--- config.mk ---
export PLATFORM = sky130hd
export DESIGN_NAME = terminal_escape_sequence_parser
export DESIGN_NICKNAME = d
export VERILOG_FILES = /design/src/design/tesp_pkg.sv /design/src/design/tesp_core.sv /design/src/design/terminal_escape_sequence_parser.sv
export SDC_FILE = /design/constraint.sdc
export NUM_CORES = 1
export LEC_CHECK = 0
export BUFFER_PORTS_ARGS = -buffer_cell sky130_fd_sc_hd__buf_2
export CAP_MARGIN = 10
export CORE_AREA = 2 2 123 185
export CTS_CLUSTER_SIZE = 28
export DETAILED_ROUTE_END_ITERATION = 16
export DIE_AREA = 0 0 125 187
export PLACE_DENSITY = 0.62
export SLEW_MARGIN = 20
export SYNTH_ARGS = -nofsm -noshare
export SYNTH_HDL_FRONTEND = slang
export SYNTH_SLANG_ARGS = --single-unit
--- constraint.sdc ---
create_clock -name clk -period 12.5 [get_ports clk]
set_input_delay 1.25 -clock clk [delete_from_list [all_inputs] [get_ports clk]]
set_output_delay 1.25 -clock clk [all_outputs]
set_load 0.02 [all_outputs]
--- src/design/tesp_pkg.sv ---
// ----------------------------------------------------------------------------
// tesp_pkg
// Shared types and constants for the terminal escape sequence parser: the
// display action codes, the input word and the result word.
// ----------------------------------------------------------------------------
package tesp_pkg;

	// Field widths of the stream words
	localparam int CHAR_W   = 8;
	localparam int COL_W    = 8;
	localparam int ATTR_W   = 16;
	localparam int ARG_W    = 16;
	localparam int ACTION_W = 5;
	localparam int SO_ATTR_W = 8;

	// Display action codes
	typedef enum logic [ACTION_W-1:0] {
		ACT_NONE       = 5'd0,
		ACT_WRITE      = 5'd1,
		ACT_FONT       = 5'd2,
		ACT_TAB        = 5'd3,
		ACT_BACKSPACE  = 5'd4,
		ACT_CR         = 5'd5,
		ACT_LF         = 5'd6,
		ACT_BEEP       = 5'd7,
		ACT_CLEAR_HOME = 5'd8,
		ACT_CUR_UP     = 5'd9,
		ACT_CUR_DOWN   = 5'd10,
		ACT_CUR_RIGHT  = 5'd11,
		ACT_CUR_LEFT   = 5'd12,
		ACT_CUR_MOVE   = 5'd13,
		ACT_CLR_SCREEN = 5'd14,
		ACT_CLR_LINE   = 5'd15,
		ACT_INS_LINES  = 5'd16,
		ACT_DEL_LINES  = 5'd17,
		ACT_DEL_CHARS  = 5'd18,
		ACT_SCROLL_UP  = 5'd19,
		ACT_SCROLL_DN  = 5'd20,
		ACT_SET_ATTR   = 5'd21,
		ACT_INS_CHARS  = 5'd22,
		ACT_BEEP_SET   = 5'd23
	} action_t;

	// One input word
	typedef struct packed {
		logic [ATTR_W-1:0] normal_attr;
		logic [COL_W-1:0]  cursor_column;
		logic [CHAR_W-1:0] char_code;
	} tesp_item_t;

	// One result word
	typedef struct packed {
		logic              scroll_check;
		logic [ATTR_W-1:0] out_attr;
		logic [CHAR_W-1:0] out_char;
		logic [ARG_W-1:0]  arg_two;
		logic [ARG_W-1:0]  arg_one;
		action_t           action;
	} tesp_result_t;

endpackage

--- src/design/tesp_core.sv ---
// ----------------------------------------------------------------------------
// tesp_core
// Parser state and combinational decode: turns one registered character into
// one display action and advances the escape state when the word moves on.
// ----------------------------------------------------------------------------
module tesp_core
	import tesp_pkg::*;
#(
	parameter int PARAM_COUNT = 3
) (
	input  logic         clk,
	input  logic         arst_n,
	input  tesp_item_t   item,
	input  logic         fire,
	output tesp_result_t result
);

	localparam int IDX_W = (PARAM_COUNT > 1) ? $clog2(PARAM_COUNT) : 1;
	localparam logic [IDX_W-1:0] IDX_LAST = IDX_W'(PARAM_COUNT - 1);
	localparam logic [ARG_W-1:0] ARG_MAX = '1;

	// Character codes
	localparam logic [CHAR_W-1:0] CH_BEL   = 8'h07;
	localparam logic [CHAR_W-1:0] CH_BS    = 8'h08;
	localparam logic [CHAR_W-1:0] CH_TAB   = 8'h09;
	localparam logic [CHAR_W-1:0] CH_LF    = 8'h0A;
	localparam logic [CHAR_W-1:0] CH_CR    = 8'h0D;
	localparam logic [CHAR_W-1:0] CH_SO    = 8'h0E;
	localparam logic [CHAR_W-1:0] CH_SI    = 8'h0F;
	localparam logic [CHAR_W-1:0] CH_ESC   = 8'h1B;
	localparam logic [CHAR_W-1:0] CH_SPACE = 8'h20;
	localparam logic [CHAR_W-1:0] CH_TILDE = 8'h7E;
	localparam logic [CHAR_W-1:0] CH_ZERO  = 8'h30;
	localparam logic [CHAR_W-1:0] CH_NINE  = 8'h39;
	localparam logic [CHAR_W-1:0] CH_SEMI  = 8'h3B;
	localparam logic [CHAR_W-1:0] CH_LBRK  = 8'h5B;
	localparam logic [CHAR_W-1:0] CH_LC_C  = 8'h63;
	localparam logic [CHAR_W-1:0] CH_LC_M  = 8'h6D;
	localparam logic [CHAR_W-1:0] CH_LC_R  = 8'h72;
	localparam logic [3:0]        NIBBLE_MASK = 4'hF;
	localparam logic [3:0]        TAB_STOP    = 4'd8;

	typedef enum logic [1:0] {
		PH_NONE = 2'd0,
		PH_ESC  = 2'd1,
		PH_CSI  = 2'd2
	} phase_t;

	// Final letter of a CSI sequence to its action
	function automatic action_t csi_code(input logic [CHAR_W-1:0] c);
		action_t a;
		case (c)
			8'h41:        a = ACT_CUR_UP;
			8'h42:        a = ACT_CUR_DOWN;
			8'h43:        a = ACT_CUR_RIGHT;
			8'h44:        a = ACT_CUR_LEFT;
			8'h48, 8'h66: a = ACT_CUR_MOVE;
			8'h4A:        a = ACT_CLR_SCREEN;
			8'h4B:        a = ACT_CLR_LINE;
			8'h4C:        a = ACT_INS_LINES;
			8'h4D:        a = ACT_DEL_LINES;
			8'h50:        a = ACT_DEL_CHARS;
			8'h53:        a = ACT_SCROLL_UP;
			8'h54:        a = ACT_SCROLL_DN;
			8'h78:        a = ACT_SET_ATTR;
			8'h40:        a = ACT_INS_CHARS;
			8'h21:        a = ACT_BEEP_SET;
			default:      a = ACT_NONE;
		endcase
		return a;
	endfunction

	phase_t                 phase_q, phase_d;
	logic [IDX_W-1:0]       idx_q, idx_d;
	logic [ARG_W-1:0]       params_q [PARAM_COUNT];
	logic [ARG_W-1:0]       params_d [PARAM_COUNT];
	logic                   so_on_q, so_on_d;
	logic [SO_ATTR_W-1:0]   so_attr_q, so_attr_d;

	logic [CHAR_W-1:0]      ch;
	logic [ARG_W-1:0]       cur_param;
	logic [ARG_W+3:0]       acc;
	logic                   wr;
	logic [ATTR_W-1:0]      wr_attr;
	logic [ATTR_W-1:0]      so_attr_wide;
	action_t                code;
	tesp_result_t           res;

	assign ch           = item.char_code;
	assign cur_param    = params_q[idx_q];
	assign so_attr_wide = ATTR_W'(so_attr_q);
	assign code         = csi_code(ch);

	// Parameter times ten plus the new digit
	assign acc = {1'b0, cur_param, 3'b000} + {3'b000, cur_param, 1'b0}
		+ (ARG_W+4)'(ch[3:0]);

	// Decode the character against the parser state
	always_comb begin
		res              = '0;
		res.action       = ACT_NONE;
		res.scroll_check = 1'b1;
		wr               = 1'b0;
		wr_attr          = '0;
		phase_d          = phase_q;
		idx_d            = idx_q;
		params_d         = params_q;
		so_on_d          = so_on_q;
		so_attr_d        = so_attr_q;

		case (ch)
			CH_SO: begin
				res.action  = ACT_FONT;
				res.arg_one = ARG_W'(2);
			end
			CH_SI: begin
				res.action  = ACT_FONT;
				res.arg_one = ARG_W'(1);
			end
			CH_ESC: begin
				if (phase_q == PH_ESC || phase_q == PH_CSI) begin
					wr      = 1'b1;
					wr_attr = so_attr_wide;
				end else begin
					phase_d = PH_ESC;
				end
			end
			CH_TAB: begin
				res.action  = ACT_TAB;
				res.arg_one = ARG_W'(TAB_STOP - {1'b0, item.cursor_column[2:0]});
			end
			CH_BS: begin
				res.action  = ACT_BACKSPACE;
				res.arg_one = ARG_W'(1);
			end
			CH_CR:  res.action = ACT_CR;
			CH_LF:  res.action = ACT_LF;
			CH_BEL: res.action = ACT_BEEP;
			default: begin
				case (phase_q)
					PH_ESC: begin
						if (ch == CH_LBRK) begin
							phase_d  = PH_CSI;
							params_d = '{default: '0};
							idx_d    = '0;
						end else if (ch == CH_LC_C) begin
							res.action = ACT_CLEAR_HOME;
							phase_d    = PH_NONE;
						end else begin
							phase_d = PH_NONE;
							wr      = 1'b1;
							wr_attr = so_attr_wide;
						end
					end
					PH_CSI: begin
						if (ch inside {[CH_ZERO:CH_NINE]}) begin
							params_d[idx_q] = (acc[ARG_W+3:ARG_W] != '0) ?
								ARG_MAX : acc[ARG_W-1:0];
						end else if (ch == CH_SEMI) begin
							if (idx_q >= IDX_LAST) begin
								phase_d = PH_NONE;
								wr      = 1'b1;
								wr_attr = so_attr_wide;
							end else begin
								idx_d                          = idx_q + 1'b1;
								params_d[IDX_W'(idx_q + 1'b1)] = '0;
							end
						end else if (ch inside {[CH_SPACE:CH_TILDE]}) begin
							if (code != ACT_NONE) begin
								res.action  = code;
								res.arg_one = params_q[0];
								res.arg_two = params_q[1];
								if (code inside {[ACT_CUR_UP:ACT_CUR_LEFT]}) begin
									res.scroll_check = 1'b0;
								end
							end else if (ch == CH_LC_M) begin
								so_on_d = (params_q[0] != '0);
							end else if (ch == CH_LC_R) begin
								so_attr_d = {params_q[1][3:0] & NIBBLE_MASK,
									params_q[0][3:0] & NIBBLE_MASK};
							end else begin
								wr      = 1'b1;
								wr_attr = so_attr_wide;
							end
							phase_d = PH_NONE;
							idx_d   = '0;
						end
					end
					default: begin
						wr      = 1'b1;
						wr_attr = so_on_q ? so_attr_wide : item.normal_attr;
					end
				endcase
			end
		endcase

		if (wr) begin
			res.action   = ACT_WRITE;
			res.out_char = ch;
			res.out_attr = wr_attr;
		end
	end

	assign result = res;

	// Advance the parser state as the word leaves the input register
	always_ff @(posedge clk or negedge arst_n) begin
		if (!arst_n) begin
			phase_q   <= PH_NONE;
			idx_q     <= '0;
			params_q  <= '{default: '0};
			so_on_q   <= 1'b0;
			so_attr_q <= '0;
		end else if (fire) begin
			phase_q   <= phase_d;
			idx_q     <= idx_d;
			params_q  <= params_d;
			so_on_q   <= so_on_d;
			so_attr_q <= so_attr_d;
		end
	end

`ifndef SYNTHESIS
	// Parameter slot index stays within the parameter store
	a_idx_range: assert property (@(posedge clk) disable iff (!arst_n)
		idx_q <= IDX_LAST)
		else $error("parameter index out of range");

	// Only the cursor moves skip the scroll check
	a_scroll: assert property (@(posedge clk) disable iff (!arst_n)
		!res.scroll_check |-> (res.action == ACT_CUR_UP || res.action == ACT_CUR_DOWN
			|| res.action == ACT_CUR_RIGHT || res.action == ACT_CUR_LEFT))
		else $error("scroll check dropped on a non-cursor action");

	// Character and attribute are only carried by a write
	a_write_only: assert property (@(posedge clk) disable iff (!arst_n)
		res.action != ACT_WRITE |-> (res.out_char == '0 && res.out_attr == '0))
		else $error("character or attribute on a non-write action");

	// ESC [ opens a CSI sequence with fresh parameters
	a_csi_open: assert property (@(posedge clk) disable iff (!arst_n)
		(fire && phase_q == PH_ESC && ch == CH_LBRK) |=>
			(phase_q == PH_CSI && idx_q == '0 && params_q[0] == '0))
		else $error("CSI sequence not opened cleanly");
`endif

endmodule

--- src/design/terminal_escape_sequence_parser.sv ---
// ----------------------------------------------------------------------------
// terminal_escape_sequence_parser
// Console character stream to display actions: input word register, decode
// against the escape parser state, result word register.
// ----------------------------------------------------------------------------
// Throughput: one word per cycle while m_axis_tready is high; an accepted
//   input word passes the input register, then a combinational decode that
//   reads and updates the escape state, then the result register to m_axis.
// Reset: arst_n clears the escape state, parameters and standout mode and
//   empties both registers; no words are held across reset.
module terminal_escape_sequence_parser
	import tesp_pkg::*;
#(
	parameter int PARAM_COUNT = 3
) (
	input  logic        clk,
	input  logic        arst_n,
	input  logic        s_axis_tvalid,
	output logic        s_axis_tready,
	// [7:0] char_code, [15:8] cursor_column, [31:16] normal_attr
	input  logic [31:0] s_axis_tdata,
	output logic        m_axis_tvalid,
	input  logic        m_axis_tready,
	// [4:0] action, [20:5] arg_one, [36:21] arg_two, [44:37] out_char,
	// [60:45] out_attr, [61] scroll_check, [63:62] zero
	output logic [63:0] m_axis_tdata
);

	logic         valid_s1;
	tesp_item_t   item_s1;
	logic         valid_s2;
	tesp_result_t res_s2;
	tesp_result_t res;
	logic         adv;
	logic         fire;
	logic         take;

	// Output register free or draining this cycle
	assign adv           = !valid_s2 || m_axis_tready;
	assign fire          = valid_s1 && adv;
	assign s_axis_tready = !valid_s1 || adv;
	assign take          = s_axis_tvalid && s_axis_tready;

	// Hold the incoming word
	always_ff @(posedge clk or negedge arst_n) begin
		if (!arst_n) begin
			valid_s1 <= 1'b0;
		end else if (take) begin
			valid_s1 <= 1'b1;
		end else if (fire) begin
			valid_s1 <= 1'b0;
		end
	end

	always_ff @(posedge clk) begin
		if (take) begin
			item_s1 <= s_axis_tdata;
		end
	end

	tesp_core #(
		.PARAM_COUNT(PARAM_COUNT)
	) u_core (
		.clk    (clk),
		.arst_n (arst_n),
		.item   (item_s1),
		.fire   (fire),
		.result (res)
	);

	// Hold the result word until taken
	always_ff @(posedge clk or negedge arst_n) begin
		if (!arst_n) begin
			valid_s2 <= 1'b0;
		end else if (adv) begin
			valid_s2 <= valid_s1;
		end
	end

	always_ff @(posedge clk) begin
		if (fire) begin
			res_s2 <= res;
		end
	end

	assign m_axis_tvalid = valid_s2;
	assign m_axis_tdata  = {2'b00, res_s2};

`ifndef SYNTHESIS
	// A decoded word always reaches the result register
	a_advance: assert property (@(posedge clk) disable iff (!arst_n)
		fire |=> m_axis_tvalid)
		else $error("decoded word lost before the output");
`endif

endmodule
==> results of run 1 <==
[worst paths after layout]
| check | start | endpoint | slack [ps] | cells past startpoint |
|---|---|---|---|---|
| worst max-delay path | u_core.idx_q[1] | u_core.params_q[39] | 7660 | 15 |
| worst max register to register | u_core.idx_q[1] | u_core.params_q[39] | 7660 | 15 |
| worst min-delay path | u_core.params_q[11] | u_core.params_q[11] | 490 | 2 |
| min in group asynchronous | arst_n | u_core.phase_q[0] | 980 | 2 |
| max in group asynchronous | arst_n | u_core.so_attr_q[6] | 10930 | 2 |
| worst min register to register | u_core.params_q[11] | u_core.params_q[11] | 490 | 2 |
[worst min-delay path, stage by stage (launching register included)]
cell and delay, ps:
dfrtp_1 340, nand2_1 50, o21ai_1 60
[cell type report]
class / count / area, sq um / area share
Timing Repair Buffer: 107 / 568 / 0.0575
Tap cell: 276 / 345 / 0.0349
Inverter: 18 / 67.6 / 0.00684
Multi-Input combinational cell: 576 / 4050 / 0.410
Sequential cell: 152 / 4250 / 0.430
Clock inverter: 15 / 175 / 0.0177
Clock buffer: 17 / 425 / 0.0430
[kinds of logic (layout without fill, tap and decap cells)]
family,Yosys count,count (layout)
and+or+nand+nor,285,285
other,1,2
adders and majority gates,40,40
muxes,28,28
xor gates and xnor gates,16,16
DFF,152,152
buffers and inverters,63,157
AOI/OAI and AO/OA,205,205
[Yosys cell counts, drive strengths merged, types with 4 or more instances]
| master | count |
|---|---|
| a211oi | 4 |
| o21ai | 91 |
| edfxtp | 89 |
| nand2 | 79 |
| buf | 26 |
| nor2b | 6 |
| a32oi | 4 |
| o21a | 7 |
| nand3 | 23 |
| nor4 | 31 |
| nand2b | 17 |
| a21o | 4 |
| nand4 | 11 |
| nor3b | 4 |
| xor2 | 7 |
| nor3 | 9 |
| mux2i | 18 |
| a21oi | 20 |
| o31ai | 4 |
| mux2 | 10 |
| inv | 18 |
| o22ai | 20 |
| a22o | 8 |
| nor2 | 37 |
| ha | 38 |
| nor4b | 8 |
| dfrtp | 63 |
| a22oi | 4 |
| clkbuf | 19 |
| and2 | 41 |
| o211ai | 5 |
| xnor2 | 9 |
[through the flow]
step / hold WS [ps] / area (sq um) / util
global placement: 461 / 9280 / 0.423
CTS: 491 / 9880 / 0.450
finish: 487 / 9880 / 0.450
global route: 517 / 9880 / 0.450
floorplan: 450 / 8560 / -
detailed placement: 475 / 9280 / 0.423
[power breakdown]
group	leakage [nW]	internal, mW	switching (mW)
combinational	2.05	0.0778	0.174
clock	0.292	0.286	0.235
sequential	1.74	0.576	0.0134
[flip-flops by register name (all words and copies together), names as in the netlist]
name / flops
m_axis_tdata: 62
u_core.params_q: 48
item_s1: 27
u_core.so_attr_q: 8
u_core.idx_q: 2
u_core.phase_q: 2
m_axis_tvalid: 1
u_core.so_on_q: 1
valid_s1: 1
[routing by layer]
layer,vias to the layer above,wire length [um],share of wire
met2,224,11800,0.52
met3,87,877,0.039
met4,0,1190,0.052
met5,-,0,0
met1,3241,8900,0.39
li1,3135,-,-
==> impl_metrics.toml, run 1 <==
[timing]
final-hold-violation-count = 0
fin_skew_ps = 11.8
rsz0062_at_grt = "false"
max_freq_mhz = 207
fin_crit_sh = 0.387
slew_violations = 0
worst_pin_slew_ps = 948
max-slew-margin-rel = 0.367
setup_viol = 0
finalWorstSetupSlack_ps = 7660
min_period_ps = 4840
setup_tns_ps = 0

[clock_tree]
cts_setup_buffers = 0
path_clk_slew_ps = 70
cts_resized = 0
root_buffer = "clkbuf_16"
cts_num_sinks = 152
htree_levels = 4
clk_path_buf_depth = 2
clock_latency_ps = 430
cts_buffers = 17
tritoncts = "done"
holdBufCountCts = 0

[global_route]
grt_use_total = 0.195
grt_overflow = 0
grt_pass1_wl_um = 36100
grt_antenna_before_repair = 0
grt_pass1_vias = 6565
met1_usage = 0.225
grt_max_degree = 64
grt_util_met3 = 0.0266
top_usage_layer = "met2"
grt_util_met2 = 0.340

[die]
core-area_sq_um = 22000
die_w_um = 125
initial_core_util = 0.389
io_pins = 102
std_cell_rows = 67
dieArea_sq_um = 23400
die_y_um = 187

[finish]
antenna_cells = 0
layout-drive-gt1-share = 0.208
fill_cells = 2080
area_growth_pct = 15.5
instances_no_fill = 1161
final_cell_mix = "buf_2 (94), edfxtp_1 (89), nand2_1 (79)"
final_nets = 948
mostFrequentLayoutCell = "buf_2"

[critical_path]
crit_family = "compound AO/OA/AOI/OAI gates"
worst_path_max_delay_cell = "nor4b_1"
end_kind = "flip-flop"
path_cells = "buf_4 > nor2b_1 > buf_4 > nand2_1 > o21ai_0 > fa_1 > fa_1 > a211oi_1 > o21ai_0 > o21ai_0 > o21ai_0 > xnor2_2 > buf_4 > nor4b_1 > o22ai_1"
cpMostUsedCell = "o21ai_0"
slowest_delay_ps = 620
setup.worst_path.start_class = "flip-flop"
worst-path-buf-inv = 3
cp.required_ps = 12790
crit_arrival_ps = 5120
crit_type = "reg2reg"
path_max_fanout = 25

[flow_run]
max_cap_viol_count = 0

[synth]
synth_top_family_by_area = "simple AND/OR/NAND/NOR gates"
synth_area_per_cell_sq_um = 10.8
synth_warnings = 0
syn_area_sq_um = 8550
synthSimpleGateAreaFrac = 0.201
synthXorXnorAreaFrac = 0.0164
synth_cell_types = 80
synth_top_area_frac = 0.312
synth-edff-count = 89
synthAdderAreaFrac = 0.0603
synth.largest_area_cell = "edfxtp_1"
synth.area.top_cells = "edfxtp_1 (31%), dfrtp_1 (18%), ha_1 (5.6%), o21ai_0 (4.3%), nand2_1 (3.5%)"
ys.flop_type = "edfxtp_1"
async_flop_share = 0.414
synthesis.instances = 790
synth_compound_area_frac = 0.157
ys_seq_elements = 152
muxShareOfSynthArea = 0.0342
seq_area_frac_synth = 0.497

[min_path]
hold_class = "reg2reg"

[route]
vias = 6687
ant_nets = 0
dr.pass1.iters = 6
drc = 0
post_drt_wl_per_cell_um = 19.6
routed_wl_um = 22700
vias_per_cell = 5.76
drt-initial-drc-count = 741

[power]
p_leak_nw = 4.08
total_power_mw = 1.36
ir_worst_vdd_mv = 0.0818
power_density_nw_per_um2 = 138

[placed_design]
dp_cells = 1129
place_hpwl_um = 15900
gp_congestion = 0.920
pre_cts_ws_ps = 7710
port-buffer-count = 94

[status]
status = "complete, no violations"
Note: power is estimated with default switching activity, not from simulation.
==> run 2: changes to the inputs <==
--- a/config.mk
+++ b/config.mk
@@ -5,13 +5,14 @@
 export SDC_FILE = /design/constraint.sdc
 export NUM_CORES = 1
 export LEC_CHECK = 0
+export ABC_AREA = 1
 export BUFFER_PORTS_ARGS = -buffer_cell sky130_fd_sc_hd__buf_2
 export CAP_MARGIN = 10
-export CORE_AREA = 2 2 123 185
+export CORE_AREA = 2 2 127 191
 export CTS_CLUSTER_SIZE = 28
 export DETAILED_ROUTE_END_ITERATION = 16
-export DIE_AREA = 0 0 125 187
-export PLACE_DENSITY = 0.62
+export DIE_AREA = 0 0 129 193
+export PLACE_DENSITY = 0.63
 export SLEW_MARGIN = 20
 export SYNTH_ARGS = -nofsm -noshare
 export SYNTH_HDL_FRONTEND = slang
==> constraint.sdc (replaced) <==
create_clock -name clk -period 4.1 [get_ports clk]
set_input_delay 0.41 -clock clk [delete_from_list [all_inputs] [get_ports clk]]
set_output_delay 0.41 -clock clk [all_outputs]
set_load 0.02 [all_outputs]
==> run 2 against run 1 <==
Routed wire length rose by 7.2%. First-iteration DRC count fell by 19%. Synthesized cell count rose by 52%. Die area rose by 6.5%. Final area rose by 6.7%. Sequential share of layout area fell by 2.7 points. Global-route usage rose by 0.81 points. Flip-flop and latch count did not move. Register-to-register slack got worse by 7200 ps. Combinational power rose by 31%. Largest power group unchanged.
==> impl_metrics.toml, run 2 <==
[status]
status = "complete, no violations"

[synth]
synth.largest_area_cell = "edfxtp_1"
synth_top_area_frac = 0.292
synth_cell_types = 43
async_flop_share = 0.414
synth_warnings = 0
synth_area_per_cell_sq_um = 7.64
synthXorXnorAreaFrac = 0.0125
synthesis.instances = 1197
synth-edff-count = 89
synthAdderAreaFrac = 0.0564
muxShareOfSynthArea = 0
ys_seq_elements = 152
seq_area_frac_synth = 0.465
synth_compound_area_frac = 0.0949
synth.area.top_cells = "edfxtp_1 (29%), nand2_1 (17%), dfrtp_1 (17%), nor2_1 (6.0%), ha_1 (5.2%)"
synthSimpleGateAreaFrac = 0.297
syn_area_sq_um = 9140
synth_commonest_cells = "nand2_1 (424), nor2_1 (146), inv_1 (112)"
synth_top_family_by_area = "simple AND/OR/NAND/NOR gates"
synth_most_common_cell = "nand2_1"
ys.flop_type = "edfxtp_1"

[timing]
finalWorstSetupSlack_ps = 445
rsz0062_at_grt = "false"
final-hold-violation-count = 0
slew_violations = 0
setup_viol = 0
fin_crit_sh = 0.891
min_period_ps = 3650
fin_skew_ps = 9.96
worst_pin_slew_ps = 1030
max-slew-margin-rel = 0.310
setup_tns_ps = 0
max_freq_mhz = 274

[finish]
instances_no_fill = 1620
multiInputGateArea_sq_um = 4220
layout-drive-gt1-share = 0.139
final_nets = 1364
mostFrequentLayoutCell = "nand2_1"
final_cell_mix = "nand2_1 (424), nor2_1 (146), inv_1 (111)"
regArea_sq_um = 4250
fill_cells = 2389
antenna_cells = 0
largest_reg_flops = 62
area_growth_pct = 15.4

[clock_tree]
clock_latency_ps = 430
tritoncts = "done"
cts_num_sinks = 152
holdBufCountCts = 0
root_buffer = "clkbuf_16"
cts_setup_buffers = 0
path_clk_slew_ps = 60
cts_buffers = 17
cts_resized = 0
htree_levels = 4
clk_path_buf_depth = 2

[die]
dieArea_sq_um = 24900
io_pins = 102
die_y_um = 193
std_cell_rows = 69
die_w_um = 129
initial_core_util = 0.391
core-area_sq_um = 23400

[power]
p_leak_nw = 4.81
p_sw_uw = 935
pwr-share-clk = 0.414
p_sw_frac = 0.262
pwr-share-seq = 0.493
p_int_mw = 2.63
power_density_nw_per_um2 = 338
p_comb_frac = 0.093
ir_worst_vdd_mv = 0.312

[placed_design]
dp_cells = 1588
pre_cts_ws_ps = 419
gp_congestion = 0.881
place_hpwl_um = 17900
port-buffer-count = 94

[global_route]
grt_overflow = 0
grt_max_degree = 52
grt_pass1_wl_um = 39200
grt_pass1_vias = 7722
grt_use_total = 0.203
grt_antenna_before_repair = 0

[route]
dr.pass1.iters = 5
drt-initial-drc-count = 597
post_drt_wl_per_cell_um = 15.0
routed_wl_um = 24400
ant_nets = 0
vias_per_cell = 4.90
vias = 7945
drc = 0

[critical_path]
cp.required_ps = 4430
setup.worst_path.start_class = "flip-flop"
crit_type = "reg2reg"
timing.rr.start = "u_core.idx_q[1]"
r2r_slack_ps = 450
r2r_cells = 20
worst_r2r_endpoint = "u_core.params_q[4]"
crit_arrival_ps = 3980
end_kind = "flip-flop"
path_max_fanout = 16

[flow_run]
max_cap_viol_count = 0

[min_path]
hold_class = "in2async"
## run 2: kinds of logic (layout without fill, tap and decap cells)
group	Yosys count	after routing
AO/OA/AOI/OAI	162	162
flip-flops	152	152
AND/OR/NAND/NOR	656	656
adder cells (fa/ha/maj)	40	40
other	1	2
buffers and inverters	173	276
XOR/XNOR	13	13
## run 2: worst max-delay path by stage
stage	start	endpoint	slack (ps)	depth (start not counted)
after floorplan	u_core.idx_q[0]	u_core.params_q[38]	640	21
after global placement	u_core.idx_q[0]	u_core.params_q[35]	430	19
after detailed placement	u_core.idx_q[1]	u_core.params_q[33]	420	20
after CTS	u_core.idx_q[1]	u_core.params_q[33]	400	20
after global routing	u_core.idx_q[1]	u_core.params_q[1]	40	20
final	u_core.idx_q[1]	u_core.params_q[4]	450	20
## run 2: per-stage QoR
step           total power [mW]   util  area, sq um  hold WS (ps)
2_1_floorplan              1.99      -         9150           114
3_3_place_gp               2.12  0.428        10000           483
3_5_place_dp               2.13  0.428        10000           492
4_1_cts                    3.61  0.451        10600           129
5_1_grt                    3.69  0.451        10600           145
6_report                   3.57  0.451        10600           139
## run 2: routing by layer
metal | global-route usage | wire length [um] | vias up
met5 | 0 | 0 | -
met4 | 0.101 | 1000 | 0
met3 | 0.0290 | 866 | 64
met2 | 0.376 | 12900 | 201
met1 | 0.226 | 9560 | 3649
li1 | - | - | 4031
## run 2: power by group through the flow
| stage | Sequential, mW | Clock (mW) | Combinational, mW |
|---|---|---|---|
| after floorplan | 1.87 | 0 | 0.122 |
| after global placement | 1.79 | 0 | 0.334 |
| after detailed placement | 1.79 | 0 | 0.335 |
| after CTS | 1.76 | 1.51 | 0.337 |
| after global routing | 1.77 | 1.55 | 0.366 |
| final | 1.76 | 1.48 | 0.331 |
## run 2: area by class of cell
| type | count | area share |
|---|---|---|
| flip-flops and latches | 152 | 0.403 |
| multi-input cells | 873 | 0.400 |
| repair buffers | 114 | 0.0612 |
| inverters | 130 | 0.0462 |
| clock buffers | 21 | 0.0436 |
| well taps | 319 | 0.0378 |
| clock inverters | 11 | 0.00818 |
## run 2: worst max-delay path, cell delays in order (launching register included)
cell     delay, ps
dfrtp_1        390
inv_2          170
o21ai_0        110
o21ai_0        380
fa_1           540
fa_1           470
nand3_1        100
nand2_1        100
nand2_1         70
nand2_1        110
nand2_1        110
nand2_1         60
nand2_1         60
nand2_1         70
a21oi_4        140
buf_12         150
nand3_1        200
nand2_1        120
nand2_1         60
nand2_1         90
nand2_1         50
